### src/sv/voxel_grid_trilinear_sampler_unit_macros.svh
// Assertion helpers, clocked on clk with reset rst_n.
`ifndef VOXEL_GRID_TRILINEAR_SAMPLER_UNIT_MACROS_SVH
`define VOXEL_GRID_TRILINEAR_SAMPLER_UNIT_MACROS_SVH

// same-cycle implication
`define VGTS_ASSERT_NOW(lbl, ante, cons) \
    lbl: assert property (@(posedge clk) disable iff (!rst_n) (ante) |-> (cons)) \
        else $error("vgts check failed");

// next-cycle implication
`define VGTS_ASSERT_NXT(lbl, ante, cons) \
    lbl: assert property (@(posedge clk) disable iff (!rst_n) (ante) |=> (cons)) \
        else $error("vgts check failed");

`endif

### src/sv/vgts_pkg.sv
package vgts_pkg;

    localparam int MAX_DIM     = 32;
    localparam int DIM_BITS    = 5;
    localparam int SIZE_BITS   = 6;
    localparam int VALUE_BITS  = 16;
    localparam int FRAC_BITS   = 16;
    localparam int COORD_BITS  = 21;
    localparam int INDEX_BITS  = 15;
    localparam int MAG_BITS    = 10;
    localparam int RGB_BITS    = 3 * VALUE_BITS;

    localparam logic [FRAC_BITS:0]   FRAC_ONE  = 17'h10000;
    localparam logic [FRAC_BITS-1:0] FRAC_HALF = 16'h8000;

    localparam logic CMD_WRITE  = 1'b0;
    localparam logic CMD_SAMPLE = 1'b1;

    localparam logic [1:0] CFG_SIZE_X    = 2'd0;
    localparam logic [1:0] CFG_SIZE_Y    = 2'd1;
    localparam logic [1:0] CFG_SIZE_Z    = 2'd2;
    localparam logic [1:0] CFG_WRAP_MODE = 2'd3;

    typedef enum logic [1:0] {
        WRAP_REPEAT = 2'd0,
        WRAP_BLACK  = 2'd1,
        WRAP_WHITE  = 2'd2,
        WRAP_CLAMP  = 2'd3
    } wrap_mode_t;

    typedef enum logic [1:0] {
        K_WRITE  = 2'd0,
        K_SAMPLE = 2'd1,
        K_FILL   = 2'd2
    } item_kind_t;

    typedef struct packed {
        logic [SIZE_BITS-1:0] nx;
        logic [SIZE_BITS-1:0] ny;
        logic [SIZE_BITS-1:0] nz;
        wrap_mode_t           mode;
    } cfg_t;

    typedef struct packed {
        item_kind_t                kind;
        logic [INDEX_BITS-1:0]     index;
        logic [RGB_BITS-1:0]       rgb;
        logic [2:0][DIM_BITS-1:0]  cell_idx;
        logic [2:0][FRAC_BITS:0]   frac;
    } q_item_t;

    function automatic logic [SIZE_BITS-1:0] eff_size(input logic [SIZE_BITS-1:0] r);
        logic [SIZE_BITS-1:0] n;
        if (r == '0)
            n = SIZE_BITS'(1);
        else if (r > SIZE_BITS'(MAX_DIM))
            n = SIZE_BITS'(MAX_DIM);
        else
            n = r;
        return n;
    endfunction

    // (a*(1-f) + b*f + half) >> F, rounded half up
    function automatic logic [VALUE_BITS-1:0] blend_ch(input logic [VALUE_BITS-1:0] a,
                                                       input logic [VALUE_BITS-1:0] b,
                                                       input logic [FRAC_BITS:0]    f);
        logic [FRAC_BITS:0]                 w;
        logic [VALUE_BITS+FRAC_BITS:0]      pa;
        logic [VALUE_BITS+FRAC_BITS:0]      pb;
        logic [VALUE_BITS+FRAC_BITS+1:0]    s;
        w  = FRAC_ONE - f;
        pa = (VALUE_BITS+FRAC_BITS+1)'(a) * (VALUE_BITS+FRAC_BITS+1)'(w);
        pb = (VALUE_BITS+FRAC_BITS+1)'(b) * (VALUE_BITS+FRAC_BITS+1)'(f);
        s  = (VALUE_BITS+FRAC_BITS+2)'(pa) + (VALUE_BITS+FRAC_BITS+2)'(pb)
           + (VALUE_BITS+FRAC_BITS+2)'(FRAC_HALF);
        return s[FRAC_BITS +: VALUE_BITS];
    endfunction

    function automatic logic [RGB_BITS-1:0] blend_rgb(input logic [RGB_BITS-1:0] a,
                                                      input logic [RGB_BITS-1:0] b,
                                                      input logic [FRAC_BITS:0]  f);
        logic [RGB_BITS-1:0] r;
        for (int c = 0; c < 3; c++)
            r[c*VALUE_BITS +: VALUE_BITS] = blend_ch(a[c*VALUE_BITS +: VALUE_BITS],
                                                     b[c*VALUE_BITS +: VALUE_BITS], f);
        return r;
    endfunction

endpackage

### src/sv/vgts_fifo.sv
module vgts_fifo import vgts_pkg::*;
(
    input  logic    clk,
    input  logic    rst_n,
    input  logic    push,
    input  q_item_t push_item,
    output logic    full,
    input  logic    pop,
    output q_item_t pop_item,
    output logic    empty
);
    q_item_t    mem_reg [2];
    logic       wr_reg, wr_next;
    logic       rd_reg, rd_next;
    logic [1:0] cnt_reg, cnt_next;

    assign full     = (cnt_reg == 2'd2);
    assign empty    = (cnt_reg == 2'd0);
    assign pop_item = mem_reg[rd_reg];

    always_comb
    begin
        wr_next  = push ? ~wr_reg : wr_reg;
        rd_next  = pop ? ~rd_reg : rd_reg;
        cnt_next = cnt_reg + 2'(push) - 2'(pop);
    end

    always_ff @(posedge clk or negedge rst_n)
    begin
        if (!rst_n)
        begin
            wr_reg  <= 1'b0;
            rd_reg  <= 1'b0;
            cnt_reg <= 2'd0;
        end
        else
        begin
            wr_reg  <= wr_next;
            rd_reg  <= rd_next;
            cnt_reg <= cnt_next;
        end
    end

    always_ff @(posedge clk)
    begin
        if (push)
            mem_reg[wr_reg] <= push_item;
    end
endmodule

### config.mk
export PLATFORM = sky130hd
export DESIGN_NAME = vgts_fifo
export DESIGN_NICKNAME = d
export VERILOG_FILES = /design/src/sv/voxel_grid_trilinear_sampler_unit_macros.svh /design/src/sv/vgts_pkg.sv /design/src/sv/vgts_fifo.sv
export SDC_FILE = /design/constraint.sdc
export NUM_CORES = 1
export LEC_CHECK = 0
export ABC_CLOCK_PERIOD_IN_PS = 14100
export BUFFER_PORTS_ARGS = -buffer_cell sky130_fd_sc_hd__buf_2
export CORE_ASPECT_RATIO = 1.4
export CORE_MARGIN = 2
export CORE_UTILIZATION = 56
export DETAILED_ROUTE_END_ITERATION = 10
export GPL_ROUTABILITY_DRIVEN = 0
export MAX_ROUTING_LAYER = met4
export PLACE_DENSITY_LB_ADDON = 0.05
export SLEW_MARGIN = 20
export SYNTH_ARGS = -nofsm -noshare
export SYNTH_HDL_FRONTEND = slang
export SYNTH_SLANG_ARGS = --single-unit
### constraint.sdc
create_clock -name clk -period 14.1 [get_ports clk]
set_input_delay 2.115 -clock clk [delete_from_list [all_inputs] [get_ports clk]]
set_output_delay 2.115 -clock clk [all_outputs]
set_load 0.01 [all_outputs]
## Word level (Yosys, flattened, before mapping)

Memories as Yosys holds them, arrays and structs flattened.
Cells that the tools add are included.

| operators by class | value |
|---|---|
| eq/ne operators | 1 |
| reduce and logical (&&, ||, !) cells | 1 |
| mux-type cells | 2 |
| $add $sub $neg | 2 |
| bitwise logic cells | 2 |

Operator list:

| kind | number |
|---|---|
| adder 2 x 1 -> 2 bit | 1 |
| == test 2 bit (second input constant) | 1 |
| logical NOT 2 bit | 1 |
| 2-to-1 mux 1 bit | 2 |
| inverter 1 bit | 2 |
| subtractor 2 x 1 -> 2 bit | 1 |

| word-level totals | value |
|---|---|
| logic and storage cells | 12 |
| flip-flop bits (word level) | 4 |
| memory bits (writable) | 262 |
| memories kept | 1 |
| output and inout port bits | 133 |

Memories:

| memory | depth | width | read ports | clocked after Yosys merged registers in | write ports | RTL line | RTL |
|---|---|---|---|---|---|---|---|
| mem_reg | 2 | 131 | 1 | 0 | 1 | vgts_fifo.sv:12 | `q_item_t mem_reg [2];` |

## Depth between registers and ports, before layout

| logic depth | value |
|---|---|
| depth after elaboration | 2 |
| mapped depth | 5 |
| gate-level depth less buffers | 5 |

## Worst setup path before layout

Ideal clock, no wire load.

| path | value |
|---|---|
| kind | input -> register |
| start | input port push |
| end | memory mem_reg[0][0] (netlist name) (enable) |
| arrival | 7.791 ns |
| slack | 5.670 ns |
| stages | 1 |
| setup time | 0.638 ns |
| buffers on the path | 0 |
| path through | nor2b_1 |

| on the way | value |
|---|---|
| cells in the longest elaborated chain, start to end | 2 |

Ends and longest elaborated chain:

| what | RTL line | RTL |
|---|---|---|
| start, declared | vgts_fifo.sv:5 | `input logic push,` |
| 2-to-1 mux 1 bit | vgts_fifo.sv:46 | `if (push)` |
| 2-to-1 mux 1 bit (not written as such) | vgts_fifo.sv:47 | `mem_reg[wr_reg] <= push_item;` |
| end, declared | vgts_fifo.sv:12 |  |

No other way between the ends.

==> flow_summary.ini <==
[sta]
setup_viol = 0
relSlewSlack_pct = 36.7
tightest_slew_ps = 950
finalMaxSlewViolations = 0
min_period_ps = 5500
clock_skew_ps = 6.00
hold_violations = 0
setup_tns_ps = 0
fmax_ghz = 0.182
period_share_pct = 39.0
rsz0062_at_grt = false

[synthesis]
ys_warn_count = 0
ys_types = 14
syn_area_um2 = 9980
async_flop_share_pct = 1.50
synthTopCellsByCount = edfxtp_1, mux2_4, mux2_2
synth_seq_cells = 266
synthTopCellsByArea = edfxtp_1, mux2_4, mux2_2, buf_6, dfrtp_1
synth_top_area_share_pct = 78.8
ys_seq_area_share_pct = 79.8
synth_most_common_cell = edfxtp_1
syn_nets = 560
synth_cells = 423
yosys.area.top_type = edfxtp_1
ys.flop_type = edfxtp_1
synth.avg_cell_area_um2 = 23.6
synth_edf_count = 262

[clocking]
ctsHoldBuffers = 0
cts_tree = yes
cts_resized = 0
post_cts_buffers = 0
max-clock-path-buffers = 3
path_clk_slew_ps = 60
clk_latency_ps = 510
cts-htree-levels = 1
root_buffer = clkbuf_16
clock-sinks = 266
cts_buffers = 24

[pwr]
clkPwrFrac_pct = 25.3
p_per_area_nw_per_um2 = 201
vdd_ir_drop_max_mv = 0.158
p_leak_nw = 4.88
pwr-share-seq_pct = 44.9
swShare_pct = 27.7
p_int_w = 0.00178
power_frac_comb_pct = 29.9
switchingPower_w = 0.000684

[final_layout]
largest_reg_flops = 262
drive_above_1_share_pct = 61.0
layout.cells.non_filler = 964
nets = 843
syn2layout_area_growth_pct = 23.2
n_fill_cell = 1172

[placed_design]
hpwl_um = 11900
io_buffers = 267
placedCellCount = 916

[die]
dieArea_um2 = 18900
boundaryPins = 268
die_x_um = 117
start_util_pct = 57.4
die_h_um = 162
rows = 57
core-area_um2 = 17400

[global_routing]
gr-total-overflow = 0
antenna_found_initial = 5
grt_pass1_wl_um = 26800
grt.total_usage_pct = 19.3
grt_max_degree = 71
first_global_vias = 5384

[setup_path]
slowest_delay_ps = 810
path_buf_inv = 3
crit_chain = buf_4, buf_4, mux2_2, buf_2
worstPathMaxFanout = 51
crit_arrival_ps = 3380
cp-start-kind = flip-flop
slowest_stage = buf_4
crit_family = buffers and inverters
required_ps = 11980
critPathCaptureType = output pin
crit_top_cell = buf_4
path_class = reg -> out

[route]
avgViaCountPerCell = 5.13
drt-initial-drc-count = 326
dr.pass1.iters = 4
ant_nets = 0
avgRoutedWirePerCell_um = 18.6
routed-via-count = 4947
drc = 0
routed_wl_um = 17900

[status]
status = completed

[job]
maxCapViolCount = 0

[worst_hold_path]
worstHoldPathType = reg -> reg
[path summary, 6_finish.rpt]
kind	startpoint	end	slack (ps)	cells past startpoint
min in group asynchronous	rst_n	rd_reg	1430	1
setup / recovery	rd_reg	pop_item[5]	8600	4
setup reg to reg	wr_reg	mem_reg[1][38]	11650	2
hold reg to reg	wr_reg	wr_reg	550	1
hold / removal	wr_reg	wr_reg	550	1
max in group asynchronous	rst_n	rd_reg	12510	1
[kinds of logic (layout without fill, tap and decap cells)]
family / Yosys count / in the layout / synth area share, %
xor+xnor: 3 / 3 / 0.414
fa+ha+maj: 2 / 2 / 0.251
buf+inv: 17 / 317 / 1.49
flops: 266 / 266 / 79.8
mux: 131 / 131 / 17.8
other cells: 0 / 5 / 0
simple gates: 4 / 4 / 0.226
[metrics by stage]
stage | hold slack [ps] | power (W) | worst slack [ps] | instance area, um^2 | utilization, %
detailed placement | 548 | 0.00187 | 9080 | 11500 | 66.2
CTS | 554 | 0.00250 | 8530 | 12300 | 70.6
finish | 551 | 0.00247 | 8600 | 12300 | 70.7
global route | 575 | 0.00258 | 8380 | 12300 | 70.7
global placement | 530 | 0.00185 | 9100 | 11500 | 66.2
floorplan | 455 | 0.00165 | 5670 | 9980 | -
[layout make-up]
cell class	instances	area [um^2]	share of cell area (%)
Inverter	2	7.51	0.0611
Antenna cell	5	12.5	0.102
Sequential cell	266	7970	64.8
Timing Repair Buffer	272	1370	11.2
Multi-Input combinational cell	140	1870	15.2
Clock inverter	12	114	0.926
Tap cell	236	295	2.40
Clock buffer	31	648	5.27
[routing by layer]
layer	vias up	share of wire [%]	GRT usage, %
li1	2254	-	-
met1	2413	34	21.1
met2	227	52	31.9
met3	53	9.5	5.63
met4	0	4.5	9.30
met5	-	0	-
[worst reg2reg max path: cells and delay by family, from the launching register on]
kind / cells / cell delay [ps]
simple gates: 1 / 730
flops: 1 / 420
buf+inv: 1 / 820
[cells in the final DEF, fill, tap and decap left out]
cell type	instances
and2_4	1
dfrtp_4	1
clkbuf_1	6
xor3_1	1
clkinv_1	2
clkbuf_16	25
inv_6	1
inv_1	2
clkinvlp_4	1
buf_2	267
mux2_2	51
buf_4	5
clkinv_2	6
ha_1	2
diode_2	5
edfxtp_1	262
bufinv_16	2
mux2_4	80
nor2b_1	1
nor2_1	1
dfrtp_1	3
nor2b_4	1
xor2_1	2
[power groups by stage]
stage	registers (W)	clock network, W	logic [W]
floorplan	0.00112	0	0.000533
global placement	0.00111	0	0.000736
detailed placement	0.00112	0	0.000746
CTS	0.00111	0.000639	0.000750
global route	0.00112	0.000667	0.000791
finish	0.00111	0.000623	0.000736
(Power assumes the default switching activity.)
